<file path="src/design/dnh_pkg.sv">
package dnh_pkg;

   localparam int unsigned MAX_NAME_BYTES = 255;

   localparam logic [31:0] TEA_GOLDEN    = 32'h9E37_79B9;
   localparam logic [31:0] MD4_K2        = 32'h5A82_7999;
   localparam logic [31:0] MD4_K3        = 32'h6ED9_EBA1;
   localparam logic [31:0] LEG_INIT_CUR  = 32'h12A3_FE2D;
   localparam logic [31:0] LEG_INIT_PREV = 32'h37AB_E8F9;
   localparam logic [31:0] LEG_MULT      = 32'd7152373;
   localparam logic [31:0] LEG_FOLD      = 32'h7FFF_FFFF;
   localparam logic [31:0] MAJOR_END     = 32'hFFFF_FFFE;
   localparam logic [31:0] MAJOR_REMAP   = 32'hFFFF_FFFC;

   localparam logic [3:0][31:0] MD4_INIT = {32'h1032_5476, 32'h98BA_DCFE,
                                            32'hEFCD_AB89, 32'h6745_2301};

   // hash families
   localparam logic [1:0] KIND_LEGACY = 2'd0;
   localparam logic [1:0] KIND_MD4    = 2'd1;
   localparam logic [1:0] KIND_TEA    = 2'd2;

   localparam logic [2:0] VER_LAST_VALID = 3'd5;
   localparam logic [2:0] VER_FIRST_UNSIGNED = 3'd3;

   // register indexes
   localparam logic [2:0] CSR_VERSION = 3'd0;
   localparam logic [2:0] CSR_SEED0   = 3'd1;
   localparam logic [2:0] CSR_SEED1   = 3'd2;
   localparam logic [2:0] CSR_SEED2   = 3'd3;
   localparam logic [2:0] CSR_SEED3   = 3'd4;

   localparam logic [2:0] VER_RESET = 3'd1;

   typedef struct packed {
      logic              start;
      logic              do_block;
      logic              emit;
      logic [2:0]        version;
      logic [31:0]       legacy_hash;
      logic [7:0][31:0]  words;
      logic [3:0][31:0]  init;
   } job_type;

   typedef struct packed {
      logic [31:0] major_hash;
      logic [31:0] minor_digest;
      logic        status;
   } result_type;

   function automatic logic [1:0] ver_kind(input logic [2:0] v);
      logic [1:0] k;
      case (v)
         3'd0, 3'd3, 3'd6: k = KIND_LEGACY;
         3'd1, 3'd4, 3'd7: k = KIND_MD4;
         default:          k = KIND_TEA;
      endcase
      return k;
   endfunction

   function automatic logic [2:0] md4_word(input logic [4:0] k);
      logic [2:0] w;
      case (k[4:3])
         2'd0:    w = k[2:0];
         2'd1:    w = {k[1:0], 1'b1} + {k[2], 2'b00} - 3'd0;
         default: begin
            case (k[2:0])
               3'd0: w = 3'd3;
               3'd1: w = 3'd7;
               3'd2: w = 3'd2;
               3'd3: w = 3'd6;
               3'd4: w = 3'd1;
               3'd5: w = 3'd5;
               3'd6: w = 3'd0;
               default: w = 3'd4;
            endcase
         end
      endcase
      // second round order is 1,3,5,7,0,2,4,6
      if (k[4:3] == 2'd1) begin
         w = k[2] ? {k[1:0], 1'b0} : {k[1:0], 1'b1};
      end
      return w;
   endfunction

   function automatic logic [4:0] md4_shift(input logic [4:0] k);
      logic [4:0] s;
      case ({k[4:3], k[1:0]})
         4'b0000: s = 5'd3;
         4'b0001: s = 5'd7;
         4'b0010: s = 5'd11;
         4'b0011: s = 5'd19;
         4'b0100: s = 5'd3;
         4'b0101: s = 5'd5;
         4'b0110: s = 5'd9;
         4'b0111: s = 5'd13;
         4'b1000: s = 5'd3;
         4'b1001: s = 5'd9;
         4'b1010: s = 5'd11;
         default: s = 5'd15;
      endcase
      return s;
   endfunction

   function automatic logic [1:0] md4_target(input logic [1:0] k);
      return 2'd0 - k;
   endfunction

   function automatic logic [31:0] pad_word(input logic [7:0] len, input logic [7:0] start);
      logic [7:0] r;
      r = len - start;
      return {r, r, r, r};
   endfunction

endpackage

</file>
<file path="src/design/dnh_job_queue.sv">
module dnh_job_queue
   import dnh_pkg::*;
(
   input  logic    clock,
   input  logic    reset,
   input  logic    push,
   input  job_type push_data,
   output logic    full,
   input  logic    pop,
   output logic    empty,
   output job_type pop_data
);

   job_type    mem_ff [2];
   logic       wr_ff, wr_in, rd_ff, rd_in;
   logic [1:0] cnt_ff, cnt_in;
   logic       do_push, do_pop;

   assign full     = cnt_ff == 2'd2;
   assign empty    = cnt_ff == 2'd0;
   assign pop_data = mem_ff[rd_ff];
   assign do_push  = push && !full;
   assign do_pop   = pop && !empty;

   always_comb begin
      wr_in  = do_push ? !wr_ff : wr_ff;
      rd_in  = do_pop ? !rd_ff : rd_ff;
      cnt_in = cnt_ff + {1'b0, do_push} - {1'b0, do_pop};
   end

   always_ff @(posedge clock) begin
      if (reset) begin
         wr_ff  <= 1'b0;
         rd_ff  <= 1'b0;
         cnt_ff <= 2'd0;
      end else begin
         wr_ff  <= wr_in;
         rd_ff  <= rd_in;
         cnt_ff <= cnt_in;
      end
   end

   always_ff @(posedge clock) begin
      if (do_push) begin
         mem_ff[wr_ff] <= push_data;
      end
   end

endmodule

</file>
<file path="config.mk">
export PLATFORM = sky130hd
export DESIGN_NAME = dnh_job_queue
export DESIGN_NICKNAME = d
export VERILOG_FILES = /design/src/design/dnh_pkg.sv /design/src/design/dnh_job_queue.sv
export SDC_FILE = /design/constraint.sdc
export NUM_CORES = 1
export LEC_CHECK = 0
export BUFFER_PORTS_ARGS = -buffer_cell sky130_fd_sc_hd__clkbuf_2
export CELL_PAD_IN_SITES_DETAIL_PLACEMENT = 0
export CELL_PAD_IN_SITES_GLOBAL_PLACEMENT = 2
export CORE_AREA = 8 8 324 326
export DETAILED_ROUTE_END_ITERATION = 6
export DIE_AREA = 0 0 332 334
export GPL_ROUTABILITY_DRIVEN = 0
export GPL_TIMING_DRIVEN = 0
export PLACE_DENSITY = 0.65
export SYNTH_ARGS = -nofsm -noshare
export SYNTH_HDL_FRONTEND = slang
export SYNTH_SLANG_ARGS = --single-unit
</file>
<file path="constraint.sdc">
create_clock -name clock -period 12.43 [get_ports clock]
set_clock_uncertainty 0.15 [all_clocks]
set_input_delay 2.486 -clock clock [delete_from_list [all_inputs] [get_ports clock]]
set_output_delay 2.486 -clock clock [all_outputs]
set_load 0.005 [all_outputs]
</file>
# Word level (Yosys, flattened, before mapping)
# Memory sizes are Yosys's and may differ from the RTL's. A register that Yosys moved wholly into a read port is not among the register bits.
# Cells that the tools add are included.
# totals
register_bits	4
ramBits	844
in_bits	426
elab_cells	18
n_memories	1
# classes
n_addsub	2
n_eq_ne	1
n_mux	4
n_reduce_logical	7
# mem_list
name	words	width	read_ports	rd_clocked_by_memory_dff	wr	line_no	source
mem_ff	2	422	1	1	1	dnh_job_queue.sv:14	job_type mem_ff [2];
# op_table
cell	count
$logic_not 1->1	4
$mux 1	4
$add 2x1->2	1
$eq 2x2->1 const B	1
$logic_and 1x1->1	2
$logic_not 2->1	1
$sub 2x1->2	1

# Logic depth before layout (Yosys ltp)
# logic_depth
ltp_word	5
ltp_mapped	8

# Least setup slack after synthesis
# Ideal clock, no wire load.
# synth_timing
path_type	in2reg
startpoint	input port push
endpoint	memory mem_ff[1][0] (netlist name), enable pin
setup_ps	843
arrival_ps	12108
required_time_ps	11437
path_slack_ps	-670
stages	1
path_cell_list	and3_1
# synth_via
elab_chain_cells	3
# synth_lines
element	line_no	source
from (decl)	dnh_job_queue.sv:6	input logic push,
$logic_and 1x1->1	dnh_job_queue.sv:22	assign do_push = push && !full;
$mux 1	dnh_job_queue.sv:44	if (do_push) begin
$mux 1 (implied by the code)	dnh_job_queue.sv:45	mem_ff[wr_ff] <= push_data;
to (decl)	dnh_job_queue.sv:14	
# No other way between the ends.

==> results by stage <==
Clock tree:
- The clock tree from TritonCTS is done.
- At the later pin of the worst-skew pair, clock insertion delay measures 0.64 ns.
- CTS built an H-tree with a depth of 3.
- The cts-stage hold buffer count is 0.
- The clock sink count is 849.
- The maximum clock path buffer count is 3.
- The clock-pin transition on the worst setup and hold timing paths is 0.06 ns.
- The post-cts gate resize count is 0.
- The number of buffers added by the clock tree synthesis step is 96.
- In this run the post-CTS setup repair buffer count came out at 0.
- The root buffer cell chosen for the clock tree is clkbuf_16.

Power and ir drop:
- The leakage dissipation is 14.9 nW.
- The total power consumption of the routed design is 8.45 mW.
- The internal power of the cells totals 6.14 mW.
- The share of total power dissipated in sequential elements is 0.441.
- The power density over the cells is 212 nW/um^2.
- The analysis attributes to net switching a power of 2.31 mW.
- The share of total power in combinational logic is 0.253.
- The worst voltage drop across the vdd grid is 120 uV.
- Of the total power, the share spent switching nets is 0.273.
- The clock group share of total power is 0.307.

Logic synthesis:
- Yosys printed 0 warnings.
- The simple-gate area share of the yosys netlist is 0.00179.
- The average size of a mapped cell is 23.0 um^2.
- Of all flip-flops after synthesis, the portion carrying an async set or reset was 0.
- The area fraction of the dominant cell type after synthesis is 0.822.
- The compound-gate portion of the synthesized area is 0.000568.
- The combinational family with the most area after synthesis is multiplexers.
- The distinct cell type count after synthesis is 20.
- The post-synthesis net count is 1768.
- The dominant cell type by area after synthesis is edfxtp_1.
- The fraction of synthesized cell area in xor and xnor cells is 0.000568.
- The adder-cell share of the synthesized area is 0.000812.
- edfxtp_1 is the most common cell in the netlist.
- The share of cell area taken by muxes after synthesis is 0.154.
- By count the netlist is led by edfxtp_1 (844), mux2_2 (422), buf_6 (43).
- The share of the yosys chip area belonging to registers is 0.825.
- The flop and latch count out of synthesis is 849.
- The mapped netlist covers 30800 um^2.
- The cell count after synthesis is 1340.
- In this run, synthesis inferred 844 flip-flops with an integrated enable.
- The prevailing post-synth register cell is edfxtp_1.
- By area the synthesized netlist is led by edfxtp_1 (82%), mux2_2 (15%), buf_6 (1.6%), dfxtp_1 (0.32%), ha_1 (0.081%).

Placement:
- After detailed placement, the total cell area comes to 37000 um^2.
- Buffers placed on the I/O ports in this run total 849.
- The HPWL after detailed placement is 63.7 mm.

Route:
- Using the TritonRoute via totals, the vias-per-cell ratio works out to 4.39.
- The number of detailed-route iterations in the first pass is 4.
- After detailed routing, the number of remaining DRC violations is 0.
- The number of DRC markers after the initial detailed-route iteration is 868.
- The post-route antenna net violation count is 0.
- For this block, the via count after detailed routing is 16200.
- For this block, the routed nets add up to 85.2 mm of wire.
- In the final routed layout, each cell accounts on average for 23.1 um.

Critical path:
- Data on the critical path arrives at its endpoint at 2.21 ns.
- The endpoint kind of the worst setup timing path is an output pin.
- In this run the worst path has a maximum fanout of 10.
- The slowest cell on the critical path is mux2_2.
- For this run, the slowest stage of the critical path takes 0.41 ns.
- The most common cell type on the critical path is buf_6.
- STA puts the critical path data required time at 9.79 ns.
- By startpoint and endpoint, the worst setup path is classified as reg -> out.
- The critical path launch point type is a register.
- Traced cell by cell, the critical path runs through buf_6, buf_6, buf_6, mux2_2, clkbuf_2.

STA:
- The worst-case headroom to the max-slew limit is 0.493.
- Setup repair after global routing left no endpoint under its margin.
- For the pin with the worst max-slew slack, the measured transition is 0.760 ns.
- Derived from the worst setup path, the maximum achievable clock frequency is 206 MHz.
- The total negative slack is 0 ns.
- The shortest clock period the worst path allows after layout is 4.85 ns.
- The total count of max-transition violations in the final report is 0.
- In the finished design, the share of the clock period the worst path needs comes to 0.390.
- The total count of hold-check failures in the final report is 0.
- Setup violations remaining at the end of the flow were counted as 0.

Final layout:
- The area of combinational cells with multiple inputs is 4870 um^2.
- Fill cells in the final layout number 9138.
- The area growth from synthesis to layout is 29.6%.
- The end-of-flow core utilization is 0.401.
- In the final design database the tool counted 2726 nets.
- After routing the design area is 39900 um^2.
- Of the cells placed in the final design, the portion with a size suffix greater than 1 is 0.616.
- Summing all flip-flop and latch instances after layout gives 25400 um^2.

Floorplanning:
- The chip height is 334 um.
- The placeable core region is 99600 um^2.
- The total die area is 111000 um^2.
- For this configuration, the core starts out at a cell density of 0.310.
- The horizontal die dimension is 332 um.
- The total I/O pin count is 850.
- In this run the core area contains 116 standard-cell rows.

Global routing:
- The initial antenna violation count came to 28.
- Global routing finished with a remaining overflow of 0.
- The first global-routing pass estimated 120 mm of wire.
- In the global route stage, overall resource usage came out at 0.147.
- The via count of the first global-routing pass was 17600.
- The maximum number of pins on one net before global-route repair is 118.

Run:
- The reported max-cap violation count is 0.

Min path:
- The path class of the lowest-slack min-delay path is reg -> reg.

Outcome:
- The flow ran to the end, and the final reports show no timing, DRC or antenna violations.
==> layout by cell type, fill, tap and decap left out <==
cell type,n
clkbuf_2,849
edfxtp_1,844
mux2_2,422
clkbuf_16,98
buf_6,43
clkinv_1,22
diode_2,21
clkinv_2,21
clkbuf_1,20
buf_16,9
dfxtp_1,5
buf_2,4
nor2_1,4
inv_1,3
inv_8,3
inv_6,3
bufinv_16,3
ha_1,2
clkinvlp_4,2
buf_12,2
o21a_1,1
nand2b_1,1
nand2_1,1
and3_4,1
or3_1,1
nor2b_1,1
xnor2_1,1
o21ai_0,1
a21oi_1,1
xor2_1,1
and2_1,1
nor3_1,1
clkinv_8,1
==> metal layers <==
layer  GRT usage  up-vias  wire, um
met1       0.143     8099     28700
met2       0.270      597     45200
met5           0        -       126
li1            -     7338         -
met4      0.0544       18      2760
met3      0.0687      159      8430
==> worst paths after layout <==
path             start        endpoint  slack (ns)  cells after the start
min              wr_ff           wr_ff        0.36                      2
max           register   pop_data[226]        7.58                      5
min reg2reg      wr_ff           wr_ff        0.36                      2
max reg2reg  cnt_ff[0]  mem_ff[0][147]        9.06                      6
==> power groups by stage <==
stage               registers (mW)  logic [mW]  clock network [mW]
floorplan                     3.92        1.12                   0
global placement              4.04        2.15                   0
detailed placement            3.79        2.21                   0
CTS                           3.73        2.22                2.69
global route                  3.76        2.31                2.78
finish                        3.72        2.13                2.59
==> area by class of cell <==
type                       instances  area share
antenna                           21     0.00132
buffer                            47      0.0126
clock buffer                     118      0.0633
clock inverter                    54     0.00896
inverter                           4    0.000564
multi-input combinational        440       0.122
sequential                       849       0.637
tap                             1298      0.0407
timing repair buffer             860       0.114
==> cells by family (layout without fill, tap and decap cells) <==
kind of cell	after synthesis	after routing
fa+ha+maj	2	2
compound gates	3	3
simple gates	11	11
flops	849	849
buf+inv	51	1083
other cells	0	21
mux	422	422
xor+xnor	2	2
==> flip-flops by register name, summed over array words and instances, names as in the netlist, named ones only <==
register and cells:
cnt_ff 2, wr_ff 1, mem_ff 844, rd_ff 1
==> per-stage QoR <==
stage               setup slack [ns]  std cells  hold WS [ns]
floorplan                      0.491       1340         0.301
global placement               -4.66       3487         0.325
detailed placement              7.00       3498         0.339
CTS                             7.42       3670         0.347
global route                    7.42       3679         0.356
finish                          7.58       3691         0.355
==> worst max-delay path, delay by kind of cell, from the launching register on <==
kind | cells | cell delay, ns
buf+inv | 4 | 0.80
mux | 1 | 0.41
flops | 1 | 0.32
(Power assumes the default switching activity.)
