[src/design/dnh_pkg.sv]
package dnh_pkg;

   localparam int unsigned MAX_NAME_BYTES = 255;

   localparam logic [31:0] TEA_GOLDEN    = 32'h9E37_79B9;
   localparam logic [31:0] MD4_K2        = 32'h5A82_7999;
   localparam logic [31:0] MD4_K3        = 32'h6ED9_EBA1;
   localparam logic [31:0] LEG_INIT_CUR  = 32'h12A3_FE2D;
   localparam logic [31:0] LEG_INIT_PREV = 32'h37AB_E8F9;
   localparam logic [31:0] LEG_MULT      = 32'd7152373;
   localparam logic [31:0] LEG_FOLD      = 32'h7FFF_FFFF;
   localparam logic [31:0] MAJOR_END     = 32'hFFFF_FFFE;
   localparam logic [31:0] MAJOR_REMAP   = 32'hFFFF_FFFC;

   localparam logic [3:0][31:0] MD4_INIT = {32'h1032_5476, 32'h98BA_DCFE,
                                            32'hEFCD_AB89, 32'h6745_2301};

   // hash families
   localparam logic [1:0] KIND_LEGACY = 2'd0;
   localparam logic [1:0] KIND_MD4    = 2'd1;
   localparam logic [1:0] KIND_TEA    = 2'd2;

   localparam logic [2:0] VER_LAST_VALID = 3'd5;
   localparam logic [2:0] VER_FIRST_UNSIGNED = 3'd3;

   // register indexes
   localparam logic [2:0] CSR_VERSION = 3'd0;
   localparam logic [2:0] CSR_SEED0   = 3'd1;
   localparam logic [2:0] CSR_SEED1   = 3'd2;
   localparam logic [2:0] CSR_SEED2   = 3'd3;
   localparam logic [2:0] CSR_SEED3   = 3'd4;

   localparam logic [2:0] VER_RESET = 3'd1;

   typedef struct packed {
      logic              start;
      logic              do_block;
      logic              emit;
      logic [2:0]        version;
      logic [31:0]       legacy_hash;
      logic [7:0][31:0]  words;
      logic [3:0][31:0]  init;
   } job_type;

   typedef struct packed {
      logic [31:0] major_hash;
      logic [31:0] minor_digest;
      logic        status;
   } result_type;

   function automatic logic [1:0] ver_kind(input logic [2:0] v);
      logic [1:0] k;
      case (v)
         3'd0, 3'd3, 3'd6: k = KIND_LEGACY;
         3'd1, 3'd4, 3'd7: k = KIND_MD4;
         default:          k = KIND_TEA;
      endcase
      return k;
   endfunction

   function automatic logic [2:0] md4_word(input logic [4:0] k);
      logic [2:0] w;
      case (k[4:3])
         2'd0:    w = k[2:0];
         2'd1:    w = {k[1:0], 1'b1} + {k[2], 2'b00} - 3'd0;
         default: begin
            case (k[2:0])
               3'd0: w = 3'd3;
               3'd1: w = 3'd7;
               3'd2: w = 3'd2;
               3'd3: w = 3'd6;
               3'd4: w = 3'd1;
               3'd5: w = 3'd5;
               3'd6: w = 3'd0;
               default: w = 3'd4;
            endcase
         end
      endcase
      // second round order is 1,3,5,7,0,2,4,6
      if (k[4:3] == 2'd1) begin
         w = k[2] ? {k[1:0], 1'b0} : {k[1:0], 1'b1};
      end
      return w;
   endfunction

   function automatic logic [4:0] md4_shift(input logic [4:0] k);
      logic [4:0] s;
      case ({k[4:3], k[1:0]})
         4'b0000: s = 5'd3;
         4'b0001: s = 5'd7;
         4'b0010: s = 5'd11;
         4'b0011: s = 5'd19;
         4'b0100: s = 5'd3;
         4'b0101: s = 5'd5;
         4'b0110: s = 5'd9;
         4'b0111: s = 5'd13;
         4'b1000: s = 5'd3;
         4'b1001: s = 5'd9;
         4'b1010: s = 5'd11;
         default: s = 5'd15;
      endcase
      return s;
   endfunction

   function automatic logic [1:0] md4_target(input logic [1:0] k);
      return 2'd0 - k;
   endfunction

   function automatic logic [31:0] pad_word(input logic [7:0] len, input logic [7:0] start);
      logic [7:0] r;
      r = len - start;
      return {r, r, r, r};
   endfunction

endpackage

[src/design/dnh_rsp_queue.sv]
module dnh_rsp_queue
   import dnh_pkg::*;
(
   input  logic       clock,
   input  logic       reset,
   input  logic       push,
   input  result_type push_data,
   output logic       full,
   input  logic       pop,
   output logic       empty,
   output result_type pop_data
);

   result_type mem_ff [2];
   logic       wr_ff, wr_in, rd_ff, rd_in;
   logic [1:0] cnt_ff, cnt_in;
   logic       do_push, do_pop;

   assign full     = cnt_ff == 2'd2;
   assign empty    = cnt_ff == 2'd0;
   assign pop_data = mem_ff[rd_ff];
   assign do_push  = push && !full;
   assign do_pop   = pop && !empty;

   always_comb begin
      wr_in  = do_push ? !wr_ff : wr_ff;
      rd_in  = do_pop ? !rd_ff : rd_ff;
      cnt_in = cnt_ff + {1'b0, do_push} - {1'b0, do_pop};
   end

   always_ff @(posedge clock) begin
      if (reset) begin
         wr_ff  <= 1'b0;
         rd_ff  <= 1'b0;
         cnt_ff <= 2'd0;
      end else begin
         wr_ff  <= wr_in;
         rd_ff  <= rd_in;
         cnt_ff <= cnt_in;
      end
   end

   always_ff @(posedge clock) begin
      if (do_push) begin
         mem_ff[wr_ff] <= push_data;
      end
   end

endmodule

[config.mk]
export PLATFORM = sky130hd
export DESIGN_NAME = dnh_rsp_queue
export DESIGN_NICKNAME = d
export VERILOG_FILES = /design/src/design/dnh_pkg.sv /design/src/design/dnh_rsp_queue.sv
export SDC_FILE = /design/constraint.sdc
export NUM_CORES = 1
export LEC_CHECK = 0
export ABC_AREA = 1
export BUFFER_PORTS_ARGS = -buffer_cell sky130_fd_sc_hd__buf_2
export CAP_MARGIN = 20
export CORE_MARGIN = 3
export CORE_UTILIZATION = 55
export DETAILED_ROUTE_END_ITERATION = 8
export HOLD_SLACK_MARGIN = 0.05
export PLACE_DENSITY_LB_ADDON = 0.15
export SLEW_MARGIN = 20
export SYNTH_ARGS = -nofsm -noshare
export SYNTH_HDL_FRONTEND = slang
export SYNTH_SLANG_ARGS = --single-unit
export TNS_END_PERCENT = 1
[constraint.sdc]
create_clock -name clock -period 12.83 [get_ports clock]
set_input_delay 3.849 -clock clock [delete_from_list [all_inputs] [get_ports clock]]
set_output_delay 3.849 -clock clock [all_outputs]
set_load 0.03 [all_outputs]
Word level (Yosys, flattened, before mapping)
Memories as Yosys holds them, arrays and structs flattened. A register that Yosys moved wholly into a read port is not among the register bits.
Cells that the tools add are included.
{"block": "op_classes", "n_addsub": 2, "eq_ne": 1, "muxes": 4, "reduce_logical": 7}
{"op": "zero test 1 bit", "n": 4}
{"op": "two-way mux 1 bit", "n": 4}
{"op": "adder 2 x 1 -> 2 bit", "n": 1}
{"op": "== test 2 bit, second input constant", "n": 1}
{"op": "logical AND 1 bit", "n": 2}
{"op": "zero test 2 bit", "n": 1}
{"op": "subtractor 2 x 1 -> 2 bit", "n": 1}
{"block": "word_totals", "register_bits": 4, "ram_bits": 130, "in_bits": 69, "out_inout_bits": 67, "wordCells": 18, "memories": 1}
{"name": "mem_ff", "depth": 2, "word_bits": 65, "read_ports": 1, "rd_ports_with_merged_regs": 1, "wr": 1, "line_no": "dnh_rsp_queue.sv:14", "rtl": "result_type mem_ff [2];"}

Depth between registers and ports, before layout
Gate-level depths: netlist of the first run.
{"block": "logic_depth", "ltp_word": 5, "mapped_depth": 11, "mapped_depth_nobuf": 11}

Worst setup path before layout of the first run
No wires, ideal clock.
{"block": "synth_path", "path_type": "input to register", "from": "input port push", "to": "memory mem_ff[0][0] in the netlist's numbering, enable pin", "setup_time_ps": 488, "arrival_ps": 6635, "required_time_ps": 12342, "path_slack_ps": 5707, "cell_stages": 2, "n_path_buf": 0, "path_cell_list": "nand2_1 -> nor2_1"}
{"block": "synth_via", "elab_chain_len": 3}
{"element": "start: declaration", "line_no": "dnh_rsp_queue.sv:6", "rtl": "input logic push,"}
{"element": "logical AND 1 bit", "line_no": "dnh_rsp_queue.sv:22", "rtl": "assign do_push = push && !full;"}
{"element": "two-way mux 1 bit", "line_no": "dnh_rsp_queue.sv:44", "rtl": "if (do_push) begin"}
{"element": "two-way mux 1 bit (implied by the code)", "line_no": "dnh_rsp_queue.sv:45", "rtl": "mem_ff[wr_ff] <= push_data;"}
{"element": "end: declaration", "line_no": "dnh_rsp_queue.sv:14"}
Every way passes these cells.

==> metrics.md, run 1 <==
| Metric | Value |
|---|---|
| Initial antenna violation count | 0 |
| Tot GR Track Use | 16.3% |
| Largest cells by area after synthesis | edfxtp_1 (76%), mux2_4 (15%), mux2_2 (3.3%) |
| Top-count cell post-synth | edfxtp_1 |
| Row count | 34 |
| Crit-path slowest cell | dfxtp_4 |
| EDFF count, synth | 130 |
| Post-layout util | 73.7% |
| Routed wire per std cell | 16.7 um |
| Crit path kind | reg -> out |
| Buf/Inv on CP | 2 |
| Placed Instance Area | 5910 um2 |
| Final Setup Violations | 0 |
| CTS Hold Bufs | 0 |
| Tmin final | 5960 ps |
| Pin count of the biggest net entering global routing | 66 |
| Dominant cell type by area after synthesis | edfxtp_1 |
| Worst clock skew | 8.21 ps |
| LEAKAGE | 2.63 nW |
| Avg Inst Size Synth | 21.4 um2 |
| Vias in the first global route | 2621 |
| RD Place Congestion | 0.708 |
| Sequential share of the synthesized area | 77.8% |
| Kind of cell adding the most delay to the critical path | flip-flops |
| Via count | 2595 |
| Post-route ant nets | 0 |
| Cts repair resizes | 0 |
| Total gr overflow | 0 |
| Critical path's largest stage delay | 710 ps |
| DP HPWL | 5.37 mm |
| Number of synthesized register bits | 135 |
| Total Wirelength | 8.54 mm |
| CTS sink count | 135 |
| Setup crit end kind | primary output |
| Die area | 10600 um2 |
| Fraction of layout cells with a size suffix above 1 | 58.3% |
| Ant. Diodes | 0 |
| Pwr/cell area | 228 nW/um2 |
| Cell variety after synth | 12 |
| Postcts setup bufs | 0 |
| Number of vias per cell | 5.08 |
| # port buffers | 135 |
| Mapped cell area | 5150 um2 |
| Clock root buffer | clkbuf_8 |
| RSZ-0062 raised after global routing | false |
| Reg area | 4010 um2 |
| Pre-antenna DRT Iters | 4 |
| Fin Setup TNS | 0 ps |
| Required time worst endpoint | 8980 ps |
| Synth cell count leaders | edfxtp_1 (130), mux2_4 (50), mux2_2 (15) |
| Worst-Skew Late Latency | 500 ps |
| Multi-input combinational cell area | 1040 um2 |
| Die width | 103 um |
| VDD IR max | 0.160 mV |
| Top cell type's share of synthesized area | 75.8% |
| R2r worst-path depth | 5 |
| CTS max path bufs | 2 |
| Fin nets | 462 |
| Fill cell count | 563 |
| CTS tree | yes |
| Async S/R FF share, synth | 0% |
| CORE AREA | 8890 um2 |
| Worst-path cell chain | buf_12 > mux2_2 > buf_2 |
| I/O pin count | 136 |
| Period Utilization, post-route | 46.5% |
| Critical Path AT | 2110 ps |
| Worst Setup Start Kind | flop |
| Final Max Slew Viols | 0 |
| Layout area overhead | 27.3% |
| Outcome | complete, no violations |
| Least-Margin Pin Slew | 644 ps |
| Worst path depth | 3 |
| Yosys warns | 0 |
| Initial Utilization | 57.9% |
| H-tree Lvls | 4 |
| Chip Height | 103 um |
| Rel. slew slack | 57.0% |
| Fin. Hold Viols | 0 |
| Mapped Cells | 241 |
| DR DRC count | 0 |
| Final Cell Area | 6560 um2 |
| TritonCTS Buffers | 17 |
| Worst min-delay path class | reg -> reg |
| Worst-path clk slew | 60 ps |
| Peak Freq | 168 MHz |
| Max cap viols | 0 |
| Crit-path max FO | 37 |
| Initial drt markers | 84 |
| Synthesized Nets | 312 |
| Hold depth | 2 |
| First-pass GRT wire length | 12.6 mm |
| Synth Flop Type | edfxtp_1 |
==> layout by cell type (no fill, tap or decap) <==
cell type	netlist	routed
mux2_2	15	15
nand2_1	8	8
nor2_4	0	1
buf_12	0	1
clkbuf_16	0	16
nor2_1	9	8
clkinvlp_4	0	2
inv_2	0	1
nand3_1	3	3
a21oi_1	2	2
buf_4	0	2
edfxtp_1	130	130
bufinv_16	0	5
buf_2	1	135
mux2_4	50	50
inv_1	10	9
clkbuf_1	0	2
dfxtp_1	5	4
ha_1	2	2
dfxtp_4	0	1
clkinv_4	0	2
clkinv_2	0	2
clkbuf_8	0	1
inv_6	0	1
==> final cells by class <==
cell class | count | share of cell area, %
clock buffers | 19 | 6.43
clock inverters | 12 | 3.07
inverters | 10 | 0.573
multi-input cells | 89 | 15.9
flip-flops and latches | 135 | 61.1
well taps | 108 | 2.06
repair buffers | 138 | 10.8
==> worst paths after layout <==
kind,startpoint,endpoint,slack (ps)
setup / recovery,flop,pop_data[12],6870
hold / removal,rd_ff,flop,520
hold reg to reg,rd_ff,flop,520
setup reg to reg,cnt_ff[0],mem_ff[0][30],10610
==> routing by layer <==
metal,wire length [um],global-route usage [%]
met3,775,6.97
met1,3430,18.7
met4,110,5.68
met5,0,0
met2,4230,27.7
==> through the flow <==
| step | power, mW | hold slack, ps | setup slack (ps) | cells |
|---|---|---|---|---|
| after floorplan | 0.913 | 467 | 5710 | 241 |
| after global placement | 1.00 | 488 | 7210 | 479 |
| after detailed placement | 1.01 | 490 | 7200 | 479 |
| after CTS | 1.51 | 527 | 6690 | 510 |
| after global routing | 1.56 | 578 | 6780 | 511 |
| final | 1.50 | 520 | 6870 | 511 |
==> sequential cells by signal, summed over array words and instances (netlist names), named ones only <==
name and count:
rd_ff 1, wr_ff 1, cnt_ff 2, mem_ff 130
==> worst reg2reg max path: cells and delay by family (launching register included) <==
| kind | cells | cell delay [ps] |
|---|---|---|
| buf+inv | 2 | 700 |
| flops | 1 | 370 |
| simple gates | 3 | 770 |
==> power breakdown <==
| part | switching, mW | total (mW) | internal (mW) |
|---|---|---|---|
| registers | 0.0323 | 0.593 | 0.561 |
| logic | 0.247 | 0.403 | 0.156 |
| clock network | 0.167 | 0.501 | 0.334 |
==> cells by family (layout without fill, tap and decap cells) <==
group,after synthesis,in the layout,share of synthesized area [%]
compound gates,2,2,0.194
flops,135,135,77.8
fa+ha+maj,2,2,0.486
simple gates,20,20,1.53
mux,65,65,17.9
buf+inv,17,179,2.14
(Power assumes the default switching activity.)
==> run 2: changes to the inputs <==
ABC_AREA = 0   (was 1)
CORE_UTILIZATION = 47   (was 55)
clock period = 5.45 ns   (was 12.83 ns; I/O delays follow)
==> run 2 against run 1 <==
Via count fell by 1.9%. Routed wire length increased by 0.70%. Global-route usage is 1.3 points lower. Hold slack got worse by 17 ps. Total power is 130% higher. Area after synthesis decreased by 4.1%. Combinational power increased by 140%. Final cell count is 2.7% higher. Critical path depth did not move. Sequential power rose by 140%. Non-clock buffer count grew 1.
==> metrics.md, run 2 <==
| Metric | Value |
|---|---|
| Outcome | complete, no violations |
| Initial antenna violation count | 1 |
| Cell variety after synth | 22 |
| Commonest non-fill, non-tap cell in the layout | buf_2 |
| Synthesized Nets | 300 |
| Pwr/cell area | 545 nW/um2 |
| Net Sw Frac | 31.4% |
| Fill cell count | 758 |
| Async S/R FF share, synth | 0% |
| Ant. Diodes | 0 |
| EDFF count, synth | 130 |
| Crit-path max FO | 40 |
| Most frequent cells in the layout | buf_2 (135), edfxtp_1 (130), mux2_2 (65) |
| Vias in the first global route | 2588 |
| Largest register by flop count | mem_ff |
| Pre-CTS setup slack | 1890 ps |
| Tot GR Track Use | 15.0% |
| Final Max Slew Viols | 0 |
| Routed wire per std cell | 16.4 um |
| Period Utilization, post-route | 74.1% |
| Row count | 36 |
| RSZ-0062 raised after global routing | false |
| Fin. Hold Viols | 0 |
| H-tree Lvls | 4 |
| I/O pin count | 136 |
| Die area | 11800 um2 |
| Worst-path clk slew | 60 ps |
| Pre-antenna DRT Iters | 4 |
| Postcts setup bufs | 0 |
| Combinational share of power | 28.1% |
| Top-count cell post-synth | edfxtp_1 |
| Worst hold margin | 503 ps |
| Least-Margin Pin Slew | 1000 ps |
| LEAKAGE | 2.40 nW |
| Largest register FFs | 130 |
| Yosys warns | 0 |
| CTS sink count | 135 |
| Critical Path AT | 2400 ps |
| Initial drt markers | 108 |
| R2r worst-path depth | 5 |
| CTS max path bufs | 2 |
| Placed Cells | 494 |
| Fin Setup TNS | 0 ps |
| Synth Flop Type | edfxtp_1 |
| Finished Layout Cells | 525 |
| R2r startpoint | cnt_ff[0] |
| Number of synthesized register bits | 135 |
| CORE AREA | 10000 um2 |
| Sequential power share | 41.0% |
| Layout area overhead | 27.6% |
| CTS Hold Bufs | 0 |
| CTS tree | yes |
| Fraction of layout cells with a size suffix above 1 | 59.7% |
| Worst min-delay path class | reg -> reg |
| Post-layout util | 63.0% |
| Top cell type's share of synthesized area | 79.0% |
| Number of vias per cell | 4.85 |
| Max cap viols | 0 |
| Fin worst setup slack | 1410 ps |
| Total Wirelength | 8.60 mm |
| Regs by FF count | mem_ff x130, cnt_ff x2 |
| Power share of the clock group | 30.9% |
| TritonCTS Buffers | 17 |
| Clock root buffer | clkbuf_8 |
| Sequential share of the synthesized area | 81.1% |
| Worst reg2reg endpoint | mem_ff[0][18] |
| Avg Inst Size Synth | 21.6 um2 |
| DP HPWL | 5.65 mm |
| Initial Utilization | 49.4% |
| # port buffers | 135 |
| Setup slack, reg-to-reg | 3240 ps |
| VDD IR max | 0.258 mV |
| Mapped Cells | 229 |
| Internal power | 2.36 mW |
| Tmin final | 4040 ps |
| Required time worst endpoint | 3820 ps |
| P_sw | 1.08 mW |
| Final Setup Violations | 0 |
| Total gr overflow | 0 |
| Die width | 109 um |
| Rel. slew slack | 33.2% |
| Crit path kind | reg -> out |
| Via count | 2546 |
| Worst-Skew Late Latency | 510 ps |
| Worst Setup Start Kind | flop |
| DR DRC count | 0 |
| First-pass GRT wire length | 12.6 mm |
| Fin nets | 451 |
| Worst Setup EP | pop_data[20] |
| Synth cell count leaders | edfxtp_1 (130), mux2_2 (65), buf_6 (5), dfxtp_1 (5), nor2_1 (4) |
| RD Place Congestion | 0.723 |
| Post-route ant nets | 0 |
| Cts repair resizes | 0 |
| Largest cells by area after synthesis | edfxtp_1 (79%), mux2_2 (15%), dfxtp_1 (2.0%) |
| Mapped cell area | 4940 um2 |
| Chip Height | 109 um |
| Peak Freq | 248 MHz |
| Dominant cell type by area after synthesis | edfxtp_1 |
| Setup crit end kind | primary output |
| Pin count of the biggest net entering global routing | 53 |
| Worst clock skew | 6.43 ps |
## run 2: through the flow
stage	cell area, um2	total power, mW
global route	6300	3.59
detailed placement	5740	2.41
floorplan	4940	2.15
global placement	5740	2.40
finish	6300	3.44
CTS	6300	3.48
## run 2: worst min-delay path by stage
| stage | depth (start not counted) | from | to |
|---|---|---|---|
| global placement | 2 | wr_ff | wr_ff |
| detailed placement | 2 | wr_ff | wr_ff |
| finish | 2 | wr_ff | wr_ff |
| global route | 2 | wr_ff | wr_ff |
| floorplan | 2 | wr_ff | wr_ff |
| CTS | 2 | wr_ff | wr_ff |
## run 2: kinds of logic after synthesis
logic type               after synthesis  share of synthesized area, %
adder cells (fa/ha/maj)                2                         0.507
buffers and inverters                 11                          1.70
AND/OR/NAND/NOR                       11                          1.19
XOR/XNOR                               2                         0.355
flip-flops                           135                          81.1
AO/OA/AOI/OAI                          3                         0.355
multiplexers                          65                          14.8
## run 2: final cells by class
type                            instances  area (um2)  area share (%)
Clock buffer                           20         425            6.75
Clock inverter                         11         133            2.10
Inverter                                4        15.0           0.238
Multi-Input combinational cell         83         851            13.5
Sequential cell                       135        4010            63.6
Tap cell                              133         166            2.64
Timing Repair Buffer                  139         706            11.2
## run 2: routing by layer
layer / routed length, um / vias to the layer above / track usage (%)
li1: - / 1200 / -
met1: 3510 / 1232 / 17.2
met2: 4220 / 98 / 23.6
met3: 715 / 14 / 7.64
met4: 150 / 2 / 7.03
met5: 13 / - / 0
## run 2: power groups by stage
stage | Combinational [mW] | Clock [mW] | Sequential, mW
5_1_grt | 1.03 | 1.14 | 1.43
2_1_floorplan | 0.777 | 0 | 1.38
6_report | 0.964 | 1.06 | 1.41
4_1_cts | 0.980 | 1.09 | 1.41
3_5_place_dp | 0.975 | 0 | 1.43
3_3_place_gp | 0.970 | 0 | 1.43
## run 2: critical path, stage by stage (launching register included)
cell	delay, ps
dfxtp_2	990
buf_4	370
mux2_2	360
buf_2	180
==> run 3: changes to the inputs <==
clock period = 3.3 ns   (was 5.45 ns; I/O delays follow)
==> run 3 against run 2 <==
Global-route usage barely moved. Non-clock buffer count grew 2. Total power grew 65%. Worst setup slack lost 990 ps. Clock skew shrank 1.2 ps. Sequential share of layout area is 0.14 points lower. Utilization increased by 0.14 points. First-iteration DRC count shrank 25%. Cell area up 0.22%.
==> metrics.md, run 3 (synthesized netlist as in run 2, its figures left out) <==
| Metric | Value |
|---|---|
| Kind of cell adding the most delay to the critical path | buffers and inverters |
| Post-route ant nets | 0 |
| Worst-path cell chain | buf_4 > mux2_2 > buf_2 |
| Fin nets | 453 |
| Worst-path clk slew | 60 ps |
| Worst clock skew | 5.26 ps |
| Finished Layout Cells | 527 |
| Worst Setup Start Kind | flop |
| LEAKAGE | 2.40 nW |
| P_sw | 1.78 mW |
| CTS sink count | 135 |
| Critical path's largest stage delay | 450 ps |
| DP HPWL | 5.50 mm |
| Buf/Inv on CP | 2 |
| I/O pin count | 136 |
| Worst hold margin | 503 ps |
| Most frequent cells in the layout | buf_2 (135), edfxtp_1 (130), mux2_2 (65) |
| Max cap viols | 0 |
| Setup slack, reg-to-reg | 1510 ps |
| Fin Setup TNS | 0 ps |
| Fin. Hold Viols | 0 |
| Period Utilization, post-route | 87.2% |
| Final Setup Violations | 0 |
| DR DRC count | 0 |
| Pwr/cell area | 898 nW/um2 |
| Met3 wire len | 693 um |
| Power share of the clock group | 30.9% |
| Tot GR Track Use | 15.1% |
| Chip Height | 109 um |
| Largest register by flop count | mem_ff |
| Total gr overflow | 0 |
| Internal power | 3.89 mW |
| Initial Utilization | 49.4% |
| DR WL met2 | 4.12 mm |
| Die area | 11800 um2 |
| Worst-Skew Late Latency | 500 ps |
| Fill cell count | 776 |
| Commonest non-fill, non-tap cell in the layout | buf_2 |
| Number of vias per cell | 4.77 |
| Routed wire per std cell | 15.8 um |
| Wl on met1 | 3.35 mm |
| Total Wirelength | 8.31 mm |
| Initial antenna violation count | 1 |
| Crit-path slowest cell | buf_4 |
| Crit path kind | reg -> out |
| Initial drt markers | 81 |
| Worst min-delay path class | reg -> reg |
| # port buffers | 135 |
| Outcome | complete, no violations |
| Least-Margin Pin Slew | 543 ps |
| Vias in the first global route | 2700 |
| CTS Hold Bufs | 0 |
| CTS tree | yes |
| Critical Path AT | 1890 ps |
| Crit-path max FO | 41 |
| Placed Cells | 496 |
| Setup crit end kind | primary output |
| Largest register FFs | 130 |
| CTS max path bufs | 2 |
| TritonCTS Buffers | 17 |
| Final Max Slew Viols | 0 |
| Net Sw Frac | 31.4% |
| Regs by FF count | mem_ff x130, cnt_ff x2 |
| Row count | 36 |
| Layout area overhead | 27.9% |
| Combinational share of power | 29.5% |
| Postcts setup bufs | 0 |
| VDD IR max | 0.477 mV |
| Uppermost routed layer | met5 |
| Tmin final | 2880 ps |
| Required time worst endpoint | 2310 ps |
| H-tree Lvls | 4 |
| Peak Freq | 347 MHz |
| Ant. Diodes | 0 |
| Pin count of the biggest net entering global routing | 42 |
| Clock root buffer | clkbuf_8 |
| CORE AREA | 10000 um2 |
| Rel. slew slack | 63.8% |
| Die width | 109 um |
| Pre-antenna DRT Iters | 4 |
| RSZ-0062 raised after global routing | false |
| Cts repair resizes | 0 |
| Via count | 2516 |
| Sequential power share | 39.6% |
| RD Place Congestion | 0.680 |
| First-pass GRT wire length | 13.0 mm |
| Fraction of layout cells with a size suffix above 1 | 59.9% |
run 3: power by group through the flow:
stage / clock network [mW] / registers (mW) / logic, mW
global route: 1.90 / 2.27 / 1.79
global placement: 0 / 2.27 / 1.70
CTS: 1.80 / 2.25 / 1.71
finish: 1.75 / 2.25 / 1.67
detailed placement: 0 / 2.28 / 1.70
floorplan: 0 / 2.27 / 1.28
run 3: per-stage QoR:
stage	util [%]	area, um2	setup WS, ps	power [mW]
floorplan	-	4940	227	3.56
global placement	57.6	5760	900	3.97
detailed placement	57.6	5760	884	3.98
CTS	63.2	6310	347	5.76
global route	63.2	6310	313	5.96
finish	63.2	6310	421	5.67
run 3: metal layers:
metal	track usage (%)	vias up
met5	0	-
met4	7.03	2
met3	6.33	13
met2	23.7	88
met1	18.0	1206
li1	-	1207
run 3: worst paths after layout:
check                  from            end  cells after the start
setup reg to reg  cnt_ff[0]  mem_ff[0][15]                      5
hold reg to reg       wr_ff          wr_ff                      2
setup / recovery       flop   pop_data[29]                      3
hold / removal        wr_ff          wr_ff                      2
run 3: cell type report:
class | instances | area, um2 | share of cell area (%)
Timing Repair Buffer | 141 | 721 | 11.4
Sequential cell | 135 | 4010 | 63.4
Clock inverter | 12 | 135 | 2.14
Multi-Input combinational cell | 83 | 851 | 13.5
Inverter | 4 | 15.0 | 0.238
Tap cell | 133 | 166 | 2.64
Clock buffer | 19 | 422 | 6.68
run 3: tightest hold or removal path, stage by stage (launching register included):
cell and delay (ps):
dfxtp_1 320, o21ai_0 80, a21oi_1 60
